`config.mk`:
```
export PLATFORM = sky130hd
export DESIGN_NAME = priority_timeslice_task_scheduler
export DESIGN_NICKNAME = d
export VERILOG_FILES = /design/src/rtl/core/ptts_pkg.sv /design/src/rtl/core/ptts_ctrl.sv /design/src/rtl/core/ptts_dp.sv /design/src/rtl/core/priority_timeslice_task_scheduler.sv
export SDC_FILE = /design/constraint.sdc
export NUM_CORES = 2
export LEC_CHECK = 0
export BUFFER_PORTS_ARGS = -buffer_cell sky130_fd_sc_hd__buf_2
export CORE_MARGIN = 3
export CORE_UTILIZATION = 40
export DETAILED_ROUTE_END_ITERATION = 10
export PLACE_DENSITY = 0.64
export SYNTH_ARGS = -nofsm -noshare
export SYNTH_HDL_FRONTEND = slang
export SYNTH_SLANG_ARGS = --single-unit
```
`constraint.sdc`:
```
create_clock -name aclk -period 7.7 [get_ports aclk]
set_input_delay 1.54 -clock aclk [delete_from_list [all_inputs] [get_ports aclk]]
set_output_delay 1.54 -clock aclk [all_outputs]
set_load 0.03 [all_outputs]
```
`src/rtl/core/ptts_pkg.sv`:
```
`default_nettype none
package ptts_pkg;
    localparam int NUM_TASKS = 8;
    localparam int NUM_PRIO = 32;
    localparam int TW = $clog2(NUM_TASKS);
    localparam int PW = $clog2(NUM_PRIO);
    localparam int LW = $clog2(NUM_TASKS + 1);
    localparam logic [7:0] LOCK_MAX = 8'd255;
    localparam logic [15:0] SLICE_RESET = 16'd10;

    typedef enum logic [2:0] {
        REQ_ADD    = 3'd0,
        REQ_START  = 3'd1,
        REQ_TICK   = 3'd2,
        REQ_DELAY  = 3'd3,
        REQ_LOCK   = 3'd4,
        REQ_UNLOCK = 3'd5
    } req_t;

    typedef enum logic [3:0] {
        ST_IDLE, ST_EXEC, ST_COUNT, ST_WAKE, ST_ORDER, ST_SLICE, ST_FIND, ST_REMOVE,
        ST_APPEND, ST_PICK, ST_OUT
    } state_t;

    typedef struct packed {
        logic load;
        logic exec;
        logic count;
        logic wake;
        logic order;
        logic slice;
        logic find_step;
        logic remove;
        logic append_cur;
        logic pick;
        logic clr_idx;
    } cmd_t;

    typedef struct packed {
        logic is_tick;
        logic is_delay;
        logic is_unlock0;
        logic is_start;
        logic idx_last;
        logic need_rotate;
        logic found;
        logic rotate_done;
    } sts_t;
endpackage
`default_nettype wire

```
`src/rtl/core/ptts_ctrl.sv`:
```
`default_nettype none
module ptts_ctrl
    import ptts_pkg::*;
(
    input  wire logic aclk,
    input  wire logic aresetn,
    input  wire logic in_fire,
    input  wire logic out_fire,
    input  wire sts_t sts,
    output cmd_t      cmd,
    output logic      busy,
    output logic      out_valid
);
    state_t state_reg, state_next;

    always_ff @(posedge aclk) begin
        if (!aresetn) state_reg <= ST_IDLE;
        else state_reg <= state_next;
    end

    always_comb begin
        cmd = '0;
        state_next = state_reg;
        busy = (state_reg != ST_IDLE);
        out_valid = (state_reg == ST_OUT);
        unique case (state_reg)
            ST_IDLE: begin
                if (in_fire) begin
                    cmd.load = 1'b1;
                    state_next = ST_EXEC;
                end
            end
            ST_EXEC: begin
                cmd.exec = 1'b1;
                cmd.clr_idx = 1'b1;
                if (sts.is_tick) state_next = ST_COUNT;
                else if (sts.is_delay) state_next = ST_FIND;
                else if (sts.is_start || sts.is_unlock0) state_next = ST_PICK;
                else state_next = ST_OUT;
            end
            ST_COUNT: begin
                cmd.count = 1'b1;
                cmd.clr_idx = 1'b1;
                state_next = ST_WAKE;
            end
            ST_WAKE: begin
                cmd.wake = 1'b1;
                if (sts.idx_last) state_next = ST_ORDER;
            end
            ST_ORDER: begin
                cmd.order = 1'b1;
                cmd.clr_idx = 1'b1;
                state_next = ST_SLICE;
            end
            ST_SLICE: begin
                cmd.slice = 1'b1;
                cmd.clr_idx = 1'b1;
                state_next = sts.need_rotate ? ST_FIND : ST_PICK;
            end
            ST_FIND: begin
                cmd.find_step = 1'b1;
                if (sts.found) state_next = ST_REMOVE;
                else if (sts.idx_last) state_next = ST_PICK;
            end
            ST_REMOVE: begin
                cmd.remove = 1'b1;
                state_next = sts.rotate_done ? ST_APPEND : ST_PICK;
            end
            ST_APPEND: begin
                cmd.append_cur = 1'b1;
                state_next = ST_PICK;
            end
            ST_PICK: begin
                cmd.pick = 1'b1;
                state_next = ST_OUT;
            end
            ST_OUT: begin
                if (out_fire) state_next = ST_IDLE;
            end
            default: state_next = ST_IDLE;
        endcase
    end
endmodule
`default_nettype wire

```
`src/rtl/core/ptts_dp.sv`:
```
`default_nettype none
module ptts_dp
    import ptts_pkg::*;
(
    input  wire logic        aclk,
    input  wire logic        aresetn,
    input  wire logic        cfg_wr_en,
    input  wire logic [15:0] cfg_wr_data,
    input  wire logic [2:0]  in_req,
    input  wire logic [2:0]  in_id,
    input  wire logic [4:0]  in_prio,
    input  wire logic [31:0] in_dly,
    input  wire cmd_t        cmd,
    output sts_t             sts,
    output logic [2:0]       running_task,
    output logic             switch_now,
    output logic             none_ready,
    output logic [7:0]       lock_depth
);
    logic [15:0] slice_reload_reg;
    logic [2:0] req_reg;
    logic [TW-1:0] id_reg;
    logic [PW-1:0] prio_reg;
    logic [31:0] dly_reg;
    logic [NUM_PRIO-1:0] ready_map_reg;
    logic [TW-1:0] qhead_reg [NUM_PRIO];
    logic [TW-1:0] qtail_reg [NUM_PRIO];
    logic [LW-1:0] qlen_reg [NUM_PRIO];
    logic [TW-1:0] nxt_reg [NUM_TASKS];
    logic [PW-1:0] tprio_reg [NUM_TASKS];
    logic [31:0] sleft_reg [NUM_TASKS];
    logic [NUM_TASKS-1:0] sleeping_reg, queued_reg, expired_reg;
    logic [TW-1:0] sorder_reg [NUM_TASKS];
    logic [15:0] slice_reg [NUM_TASKS];
    logic [TW-1:0] cur_reg, before_reg, prev_reg;
    logic [7:0] lock_reg;
    logic [TW:0] idx_reg;
    logic rot_reg;

    logic [TW-1:0] cur;
    logic [PW-1:0] cp, wp;
    logic [TW-1:0] widx;
    logic wake_hit;
    logic [TW-1:0] ucnt [NUM_TASKS];
    logic [PW-1:0] pick_p;
    logic pick_ok;

    assign cur = cur_reg;
    assign cp = tprio_reg[cur];
    assign widx = idx_reg[TW-1:0];

    always_comb begin
        wake_hit = 1'b0;
        wp = '0;
        for (int t = 0; t < NUM_TASKS; t++) begin
            if (!wake_hit && sleeping_reg[t] && expired_reg[t] && sorder_reg[t] == widx) begin
                wake_hit = 1'b1;
                wp = tprio_reg[t];
            end
        end
        for (int t = 0; t < NUM_TASKS; t++) begin
            ucnt[t] = '0;
            for (int u = 0; u < NUM_TASKS; u++)
                if (sleeping_reg[u] && sorder_reg[u] < sorder_reg[t])
                    ucnt[t] = ucnt[t] + TW'(1);
        end
        pick_ok = 1'b0;
        pick_p = '0;
        for (int p = NUM_PRIO - 1; p >= 0; p--)
            if (ready_map_reg[p]) begin
                pick_ok = 1'b1;
                pick_p = PW'(p);
            end
    end

    logic [TW-1:0] wtask;
    always_comb begin
        wtask = '0;
        for (int t = NUM_TASKS - 1; t >= 0; t--)
            if (sleeping_reg[t] && expired_reg[t] && sorder_reg[t] == widx) wtask = TW'(t);
    end

    assign sts.is_tick = (req_reg == REQ_TICK);
    assign sts.is_delay = (req_reg == REQ_DELAY);
    assign sts.is_start = (req_reg == REQ_START);
    assign sts.is_unlock0 = (req_reg == REQ_UNLOCK) && (lock_reg == 8'd1);
    assign sts.idx_last = (idx_reg == (TW+1)'(NUM_TASKS - 1));
    assign sts.need_rotate = queued_reg[cur] && (slice_reg[cur] <= 16'd1);
    assign sts.found = queued_reg[cur] &&
                       ((qhead_reg[cp] == cur) || (nxt_reg[prev_reg] == cur));
    assign sts.rotate_done = rot_reg;

    always_ff @(posedge aclk) begin
        if (!aresetn) begin
            slice_reload_reg <= SLICE_RESET;
            ready_map_reg <= '0;
            sleeping_reg <= '0;
            queued_reg <= '0;
            cur_reg <= '0;
            lock_reg <= '0;
            for (int i = 0; i < NUM_PRIO; i++) qlen_reg[i] <= '0;
            for (int i = 0; i < NUM_TASKS; i++) begin
                sleft_reg[i] <= '0;
                sorder_reg[i] <= '0;
            end
        end else begin
            if (cfg_wr_en) slice_reload_reg <= cfg_wr_data;
            if (cmd.clr_idx) idx_reg <= '0;
            if (cmd.load) begin
                req_reg <= in_req;
                id_reg <= in_id[TW-1:0];
                prio_reg <= in_prio[PW-1:0];
                dly_reg <= in_dly;
                before_reg <= cur_reg;
                rot_reg <= 1'b0;
            end
            if (cmd.exec) begin
                prev_reg <= qhead_reg[cp];
                case (req_reg)
                    REQ_ADD: begin
                        if (!queued_reg[id_reg] && !sleeping_reg[id_reg]) begin
                            tprio_reg[id_reg] <= prio_reg;
                            slice_reg[id_reg] <= slice_reload_reg;
                            sleft_reg[id_reg] <= '0;
                            if (qlen_reg[prio_reg] == '0) qhead_reg[prio_reg] <= id_reg;
                            else nxt_reg[qtail_reg[prio_reg]] <= id_reg;
                            qtail_reg[prio_reg] <= id_reg;
                            qlen_reg[prio_reg] <= qlen_reg[prio_reg] + LW'(1);
                            queued_reg[id_reg] <= 1'b1;
                            ready_map_reg[prio_reg] <= 1'b1;
                        end
                    end
                    REQ_LOCK: if (lock_reg != LOCK_MAX) lock_reg <= lock_reg + 8'd1;
                    REQ_UNLOCK: begin
                        if (lock_reg != 8'd0) lock_reg <= lock_reg - 8'd1;
                    end
                    REQ_DELAY: begin
                        if (queued_reg[cur]) begin
                            for (int t = 0; t < NUM_TASKS; t++)
                                if (sleeping_reg[t]) sorder_reg[t] <= sorder_reg[t] + TW'(1);
                            sorder_reg[cur] <= '0;
                            sleft_reg[cur] <= (dly_reg == 32'd0) ? 32'd1 : dly_reg;
                        end
                    end
                    default: ;
                endcase
            end
            if (cmd.count) begin
                for (int t = 0; t < NUM_TASKS; t++) begin
                    expired_reg[t] <= sleeping_reg[t] &&
                        (sleft_reg[t] == 32'd0 || sleft_reg[t] == 32'd1);
                    if (sleeping_reg[t] && sleft_reg[t] != 32'd0)
                        sleft_reg[t] <= sleft_reg[t] - 32'd1;
                end
            end
            if (cmd.wake) begin
                idx_reg <= idx_reg + (TW+1)'(1);
                if (wake_hit) begin
                    sleeping_reg[wtask] <= 1'b0;
                    if (qlen_reg[wp] == '0) qhead_reg[wp] <= wtask;
                    else nxt_reg[qtail_reg[wp]] <= wtask;
                    qtail_reg[wp] <= wtask;
                    qlen_reg[wp] <= qlen_reg[wp] + LW'(1);
                    queued_reg[wtask] <= 1'b1;
                    ready_map_reg[wp] <= 1'b1;
                end
            end
            if (cmd.order) begin
                for (int t = 0; t < NUM_TASKS; t++)
                    sorder_reg[t] <= sleeping_reg[t] ? ucnt[t] : '0;
            end
            if (cmd.slice) begin
                prev_reg <= qhead_reg[cp];
                if (queued_reg[cur]) begin
                    if (slice_reg[cur] <= 16'd1) begin
                        slice_reg[cur] <= slice_reload_reg;
                        rot_reg <= 1'b1;
                    end else slice_reg[cur] <= slice_reg[cur] - 16'd1;
                end
            end
            if (cmd.find_step) begin
                idx_reg <= idx_reg + (TW+1)'(1);
                if (!(qhead_reg[cp] == cur || nxt_reg[prev_reg] == cur))
                    prev_reg <= nxt_reg[prev_reg];
            end
            if (cmd.remove) begin
                if (qhead_reg[cp] == cur) qhead_reg[cp] <= nxt_reg[cur];
                else begin
                    nxt_reg[prev_reg] <= nxt_reg[cur];
                    if (qtail_reg[cp] == cur) qtail_reg[cp] <= prev_reg;
                end
                qlen_reg[cp] <= qlen_reg[cp] - LW'(1);
                queued_reg[cur] <= 1'b0;
                if (qlen_reg[cp] == LW'(1)) ready_map_reg[cp] <= 1'b0;
                if (req_reg == REQ_DELAY) sleeping_reg[cur] <= 1'b1;
            end
            if (cmd.append_cur) begin
                if (qlen_reg[cp] == '0) qhead_reg[cp] <= cur;
                else nxt_reg[qtail_reg[cp]] <= cur;
                qtail_reg[cp] <= cur;
                qlen_reg[cp] <= qlen_reg[cp] + LW'(1);
                queued_reg[cur] <= 1'b1;
                ready_map_reg[cp] <= 1'b1;
            end
            if (cmd.pick) begin
                if (pick_ok && (req_reg == REQ_START || lock_reg == 8'd0))
                    cur_reg <= qhead_reg[pick_p];
            end
        end
    end

    assign running_task = 3'(cur_reg);
    assign switch_now = (cur_reg != before_reg);
    assign none_ready = (ready_map_reg == '0);
    assign lock_depth = lock_reg;
endmodule
`default_nettype wire

```
`src/rtl/core/priority_timeslice_task_scheduler.sv`:
```
// Hardware task scheduler with per-priority FIFO ready queues and round-robin slices.
// Requests arrive on the s_axis channel; each accepted transaction gives exactly one
// result transaction on the m_axis channel with the running task, a switch flag,
// an empty flag and the lock depth.
// One request is handled at a time. The wake pass of a tick visits one of the eight
// wake-order slots per cycle, and each queue search walks one link per cycle.
// The next request is accepted in the cycle after the result transaction.
// s_axis_tready is high only while the block is idle; a result held by a stalled
// receiver keeps the block busy until it is taken.
// Synchronous active-low reset empties all queues, wakes nothing, clears the lock
// count, selects task 0 and sets the slice reload to 10 ticks.
// The slice reload register is written through cfg_wr_en and cfg_wr_data; the user
// must write it only while idle, as the block itself does not enforce this.
`default_nettype none
module priority_timeslice_task_scheduler
    import ptts_pkg::*;
(
    input  wire logic        aclk,
    input  wire logic        aresetn,
    input  wire logic        cfg_wr_en,
    input  wire logic [15:0] cfg_wr_data,
    input  wire logic        s_axis_tvalid,
    output logic             s_axis_tready,
    // req_type[2:0]
    input  wire logic [2:0]  s_axis_tuser,
    // task_id[2:0], task_priority[7:3], sleep_ticks[39:8]
    input  wire logic [39:0] s_axis_tdata,
    output logic             m_axis_tvalid,
    input  wire logic        m_axis_tready,
    // running_task[2:0], switch_now[3], none_ready[4], lock_depth[12:5], zero
    output logic [15:0]      m_axis_tdata
);
    cmd_t cmd;
    sts_t sts;
    logic busy;
    logic [2:0] rt;
    logic sw, nr;
    logic [7:0] ld;

    assign s_axis_tready = !busy;

    ptts_ctrl u_ctrl (
        .aclk(aclk), .aresetn(aresetn),
        .in_fire(s_axis_tvalid && !busy),
        .out_fire(m_axis_tvalid && m_axis_tready),
        .sts(sts), .cmd(cmd), .busy(busy), .out_valid(m_axis_tvalid)
    );

    ptts_dp u_dp (
        .aclk(aclk), .aresetn(aresetn),
        .cfg_wr_en(cfg_wr_en), .cfg_wr_data(cfg_wr_data),
        .in_req(s_axis_tuser), .in_id(s_axis_tdata[2:0]),
        .in_prio(s_axis_tdata[7:3]), .in_dly(s_axis_tdata[39:8]),
        .cmd(cmd), .sts(sts),
        .running_task(rt), .switch_now(sw), .none_ready(nr), .lock_depth(ld)
    );

    assign m_axis_tdata = {3'b000, ld, nr, sw, rt};
endmodule
`default_nettype wire
```
Word-level counts from Yosys, hierarchy flattened --
Memories as Yosys holds them, arrays and structs flattened. A register that Yosys moved wholly into a read port is not among the register bits. Index checks and enable logic that the tools add are counted.
Cells by class: bitwise logic cells 41, reduce and logical (&&, ||, !) cells 200, $add $sub $neg 80, $lt $le $gt $ge 77, equality and inequality tests 45, multiplexer cells 469
Operator list (number):
- $mux 32 | 22
- $mux 3 | 108
- $logic_not 32->1 | 10
- $eq 32x1->1 const B | 8
- $reduce_bool 32->1 | 8
- $sub 32x1->32 const B | 8
- $mux 5 | 49
- $mux 1 | 244
- $lt 3x3->1 | 64
- $add 3x1->3 const B | 56
- $mux 8 | 17
- $logic_and 1x1->1 | 130
- $or 32x32->32 | 3
- $reduce_or 32->1 | 2
- $mux 4 | 15
- $pmux 4 s11 | 1
- $eq 3x3->1 | 11
- $and 32x32->32 | 1
- $mux 16 | 2
- $not 32->32 | 1
- $or 8x8->8 | 4
- $or 1x1->1 | 28
- $reduce_or 3->1 | 7
- $eq 4x3->1 const B | 5
- other kinds (43) | 108
Word-level totals: logic and storage cells 935, output and inout bits 18, memory bits (writable) 792, memories 8, flip-flop bits (word level) 138
Memory list:
- u_dp.sleft_reg | words 8, width 32, read ports 8, clocked after memory_dff 0, write ports 8, line ptts_dp.sv:31 | logic [31:0] sleft_reg [NUM_TASKS];
- u_dp.qlen_reg | words 32, width 4, read ports 3, clocked after memory_dff 1, write ports 32, line ptts_dp.sv:28 | logic [LW-1:0] qlen_reg [NUM_PRIO];
- u_dp.slice_reg | words 8, width 16, read ports 1, clocked after memory_dff 0, write ports 1, line ptts_dp.sv:34 | logic [15:0] slice_reg [NUM_TASKS];
- u_dp.qhead_reg | words 32, width 3, read ports 2, clocked after memory_dff 1, write ports 1, line ptts_dp.sv:26 | logic [TW-1:0] qhead_reg [NUM_PRIO];
- u_dp.qtail_reg | words 32, width 3, read ports 3, clocked after memory_dff 1, write ports 1, line ptts_dp.sv:27 | logic [TW-1:0] qtail_reg [NUM_PRIO];
- u_dp.tprio_reg | words 8, width 5, read ports 9, clocked after memory_dff 0, write ports 1, line ptts_dp.sv:30 | logic [PW-1:0] tprio_reg [NUM_TASKS];
- +2 memories

Logic depth before layout (Yosys ltp) --
An unclocked memory read counts as a cell.
depth after elaboration 53, depth in mapped cells 26, mapped depth without buffers 26

Hierarchy --
Synthesis repeated with hierarchy kept, for this count alone.
Unflattened totals: cell total of the unflattened synthesis 6857, area, all modules 65436.5 µm²
By module, submodules not included:
- ptts_dp | times used 1, cells an instance 6770, area an instance 64862.2 µm²
- ptts_ctrl | times used 1, cells an instance 78, area an instance 516.7 µm²
- priority_timeslice_task_scheduler | times used 1, cells an instance 9, area an instance 57.6 µm²

Worst setup path before layout --
Ideal clock, no wire load.
path kind flip-flop to flip-flop, start point reg u_dp.cur_reg[1] (netlist: u_dp.running_task[1]), read port of u_dp.qhead_reg, end point mem u_dp.qhead_reg[0][2] (netlist bit) (data pin), path buffers 10, data arrival time 5.563 ns, setup slack 1.683 ns, setup time 0.454 ns, data required time 7.246 ns, period minus slack after synthesis 6.017 ns, cell stages (with the launch flop) 22, cell sequence dfxtp_1 > buf_2 > buf_2 > mux2i_1 > a21oi_1 > o211a_1 > buf_2 > buf_4 > buf_2 > buf_2 > buf_2 > buf_4 > nand2_1 > a31oi_1 > o22ai_1 > or4_1 > clkbuf_1 > ha_1 > nand4_1 > o21ai_1 > clkbuf_1 > o21ai_0
On the way: longest elaborated chain between the ends 10, elaborated cells on any way between the ends 18, classes of those cells eq/ne (1); mux (10); bitwise (1); reduce/logical (2); memory (4)
Ends and longest elaborated chain:
- start: declaration | line ptts_dp.sv:35 | logic [TW-1:0] cur_reg, before_reg, prev_reg;
- $mem_v2 8x5
- $mem_v2 32x3 or $mem_v2 32x4 (tied branches)
- $eq 3x3->1 or $logic_not 4->1 (tied branches) | line ptts_dp.sv:187, ptts_dp.sv:198
- $mux 1, on equally long branches | line ptts_dp.sv:187, ptts_dp.sv:198
- $mux 1, on equally long branches | line ptts_dp.sv:186, ptts_dp.sv:197
- $mux 1 | line ptts_dp.sv:94 | if (!aresetn) begin
- $mux 1, on equally long branches | line ptts_dp.sv:187, ptts_dp.sv:198
- $or 1x1->1 (no line)
- $reduce_or 3->1 (no line)
- $mux 3 (no line) (*)
- end: declaration | line ptts_dp.sv:26
Every way passes the cells marked *; elsewhere a longest branch is shown, timed or not.

Worst setup path in the final report --
start point reg u_dp.idx_reg[2], end point mem u_dp.nxt_reg[2][0] (netlist bit), enable pin
On the way: longest elaborated chain between the ends 49, elaborated cells on any way between the ends 68, classes of those cells eq/ne (8); mux (27); reduce/logical (31); memory (2)
Ends and longest elaborated chain:
- start: declaration | line ptts_dp.sv:37 | logic [TW:0] idx_reg;
- start signal: assignment | line ptts_dp.sv:157 | idx_reg <= idx_reg + (TW+1)'(1);
- start signal: assignment | line ptts_dp.sv:182 | idx_reg <= idx_reg + (TW+1)'(1);
- $eq 3x3->1 | line ptts_dp.sv:56 | if (!wake_hit && sleeping_reg[t] && expired_reg[t] && sorder_reg[t] == widx) begin
- $logic_and 1x1->1 | line ptts_dp.sv:56
- $mux 1 | line ptts_dp.sv:56
- $logic_not 1->1 | line ptts_dp.sv:56
- $logic_and 1x1->1 (3 in series) | line ptts_dp.sv:56
- $mux 1 | line ptts_dp.sv:56
- $logic_not 1->1 | line ptts_dp.sv:56
- $logic_and 1x1->1 (3 in series) | line ptts_dp.sv:56
- [... 27 more ...]
- $logic_not 4->1 | line ptts_dp.sv:160 | if (qlen_reg[wp] == '0) qhead_reg[wp] <= wtask;
- $mux 1 | line ptts_dp.sv:160
- $mux 1 | line ptts_dp.sv:158 | if (wake_hit) begin
- $mux 1 | line ptts_dp.sv:156 | if (cmd.wake) begin
- $mux 1 | line ptts_dp.sv:94
- $mux 1 (not written as such) | line ptts_dp.sv:161 | else nxt_reg[qtail_reg[wp]] <= wtask;
- $reduce_or 3->1 (no line)
- $mux 3 (no line) or $mux 1 (tied branches) (3 in series)
- end: declaration | line ptts_dp.sv:29 | logic [TW-1:0] nxt_reg [NUM_TASKS];
Parallel ways exist; a longest one is shown, timed or not.

==> impl_metrics.toml <==
[pwr]
vdd_drop_max_v = 0.000192
powerDensity_nw_per_um2 = 215
leakagePower_nw = 21.9

[floorplan]
core_area_um2 = 140000
initial_core_util = 0.404
die-area_um2 = 146000
die_width_um = 382
placementRows = 137
die_height_um = 382
ioPinCount = 82

[setup_path]
crit_fanout = 41
crit_path_start_kind = "register"
end_kind = "register"
crit_required_ps = 8090
crit_arrival_ps = 7180
worst-setup-path-type = "register to register"

[clock_tree]
cts-root-buf = "clkbuf_16"
cts_max_level = 3
cts_tree = "built"
cts_sinks = 941
numCtsBuffers = 104
cts_setup_buffers = 0
cts_buffer_depth = 3
ctsResizeCount = 0
cts.clk_slew.worst_paths_ps = 60
clk-insertion-delay-late_ps = 750
postCtsHoldBufs = 0

[global_routing]
grt-ovfl-total = 0
grt_max_degree = 76
top_usage_layer = "met2"
grt_pass1_wl_um = 276000
grt_util_met1 = 0.352
track_usage = 0.247
met3_usage = 0.0599
grt_pass1_vias = 43300
grt_use_met2 = 0.364
antenna_found_initial = 2

[yosys]
ys.warnings.count = 0
synth-seq-area-share = 0.481
synth-compound-area-share = 0.125
synthSimpleGateAreaFrac = 0.156
synthCells = 5407
synthArstFlopShare = 0
synthFlopType = "edfxtp_1"
synth_edf_count = 830
synth_top_family_by_area = "simple AND/OR/NAND/NOR gates"
synth_xor_area_frac = 0.0556
syn_area_um2 = 56400
synth-seq-cells = 941
muxShareOfSynthArea = 0.112
synth_fa_ha_area_frac = 0.0386
synthDistinctLibCells = 90
avgSynthCellArea_um2 = 10.4

[timing]
setup_violations = 0
final.setup.tns_ps = 0
max_slew_margin = 0.135
fin_skew_ps = 55.8
finalCriticalPeriod_ps = 6790
period_share = 0.882
tightest_slew_ps = 1290
rsz0062_at_grt = "no"
drv_slew = 0
fmax_mhz = 147
final_hold_viol_count = 0

[final_layout]
largest_reg_flops = 256
finalNetCount = 5660
fin_util = 0.447
area_growth_pct = 10.9
drive_above_1_share = 0.111

[status]
status = "finished, final reports clean"

[route]
wire_per_inst_um = 25.3
dr.pass1.iters = 6
post-route-drc-count = 0
wirelength_um = 187000
antenna_left = 0
drt_iter0_markers = 5877
viasPerCell = 6.25
num_vias = 46200

[place]
port_buffers = 78
dp_hpwl_um = 129000
routabilityCongestion = 0.991

[run]
maxCapViolations = 0

[min_path]
min-delay-path-class = "register to register"
## cell usage after synthesis, types with 131 or more instances
master	number	area, um^2
inv_1	131	492
mux2i_1	324	3240
o21ai_0	286	1430
edfxtp_1	830	24900
nand3_1	188	941
ha_1	174	2180
nor3_1	171	856
nand2_1	595	2230
xor2_1	185	1620
xnor2_1	173	1520
nor2_1	494	1850
a21oi_1	195	976
o22ai_1	186	1160
clkbuf_1	194	728
## stage by stage
| stage | area [um^2] | std cells | setup slack [ps] | total power, mW | hold slack (ps) |
|---|---|---|---|---|---|
| floorplan | 56400 | 5409 | 1680 | 7.69 | 437 |
| global placement | 59200 | 7192 | 1320 | 8.52 | 499 |
| detailed placement | 59200 | 7192 | 1200 | 8.57 | 508 |
| CTS | 62600 | 7388 | 1160 | 13.5 | 523 |
| global route | 62600 | 7388 | 792 | 13.9 | 559 |
| finish | 62600 | 7390 | 907 | 13.5 | 520 |
## final cells by class
| type | instances | area [um^2] |
|---|---|---|
| antenna | 2 | 5.00 |
| fill | 13100 | 77300 |
| tap | 1876 | 2350 |
| multi-input combinational | 4032 | 27800 |
| clock inverter | 62 | 647 |
| timing repair buffer | 207 | 1430 |
| inverter | 136 | 510 |
| clock buffer | 134 | 2730 |
| sequential | 941 | 27200 |
## placed cells by master, fill, tap and decap left out, types with 106 or more instances in the layout
cell,count
nor3_1,167
inv_1,130
ha_1,174
mux2i_1,324
xnor2_1,173
dfxtp_1,106
nand2_1,594
o21ai_0,279
edfxtp_1,830
o22ai_1,186
a21oi_1,190
buf_4,124
xor2_1,185
nor2_1,490
nand3_1,188
## report_power, final
group	leakage (nW)	switching, mW	internal [mW]
clock network	1.62	2.16	2.79
logic	11.4	1.56	0.806
registers	8.91	0.345	5.83
## cell families after synthesis
kind of cell,Yosys count
other,1
DFF,941
and+or+nand+nor,1890
buffers and inverters,436
xor gates and xnor gates,358
AOI/OAI and AO/OA,1095
adders and majority gates,174
muxes,512
## critical path: stages, from the launching register on
cell	delay, ps
edfxtp_1	620
xor2_1	260
nor4_2	840
nor2_1	330
o211ai_1	170
buf_4	290
o211a_4	660
buf_12	300
mux2i_1	210
mux2_2	180
o22ai_1	90
nor4_2	630
a31o_2	500
mux2i_1	450
o21a_1	310
inv_1	90
nor3_1	450
## metal layers
metal	wire length, um	up-vias
met4	7170	0
met3	21700	422
met1	77600	22600
li1	-	20400
met2	80400	2699
met5	0	-
## final timing paths
kind	start	to	slack (ps)	depth (start not counted)
max	u_dp.idx_reg[2]	u_dp.nxt_reg[2][0]	910	16
min	u_dp.slice_reload_reg[1]	u_dp.slice_reload_reg[1]	520	2
max reg2reg	u_dp.idx_reg[2]	u_dp.nxt_reg[2][0]	910	16
min reg2reg	u_dp.slice_reload_reg[1]	u_dp.slice_reload_reg[1]	520	2
No activity file was read; power rests on OpenSTA's default activity.
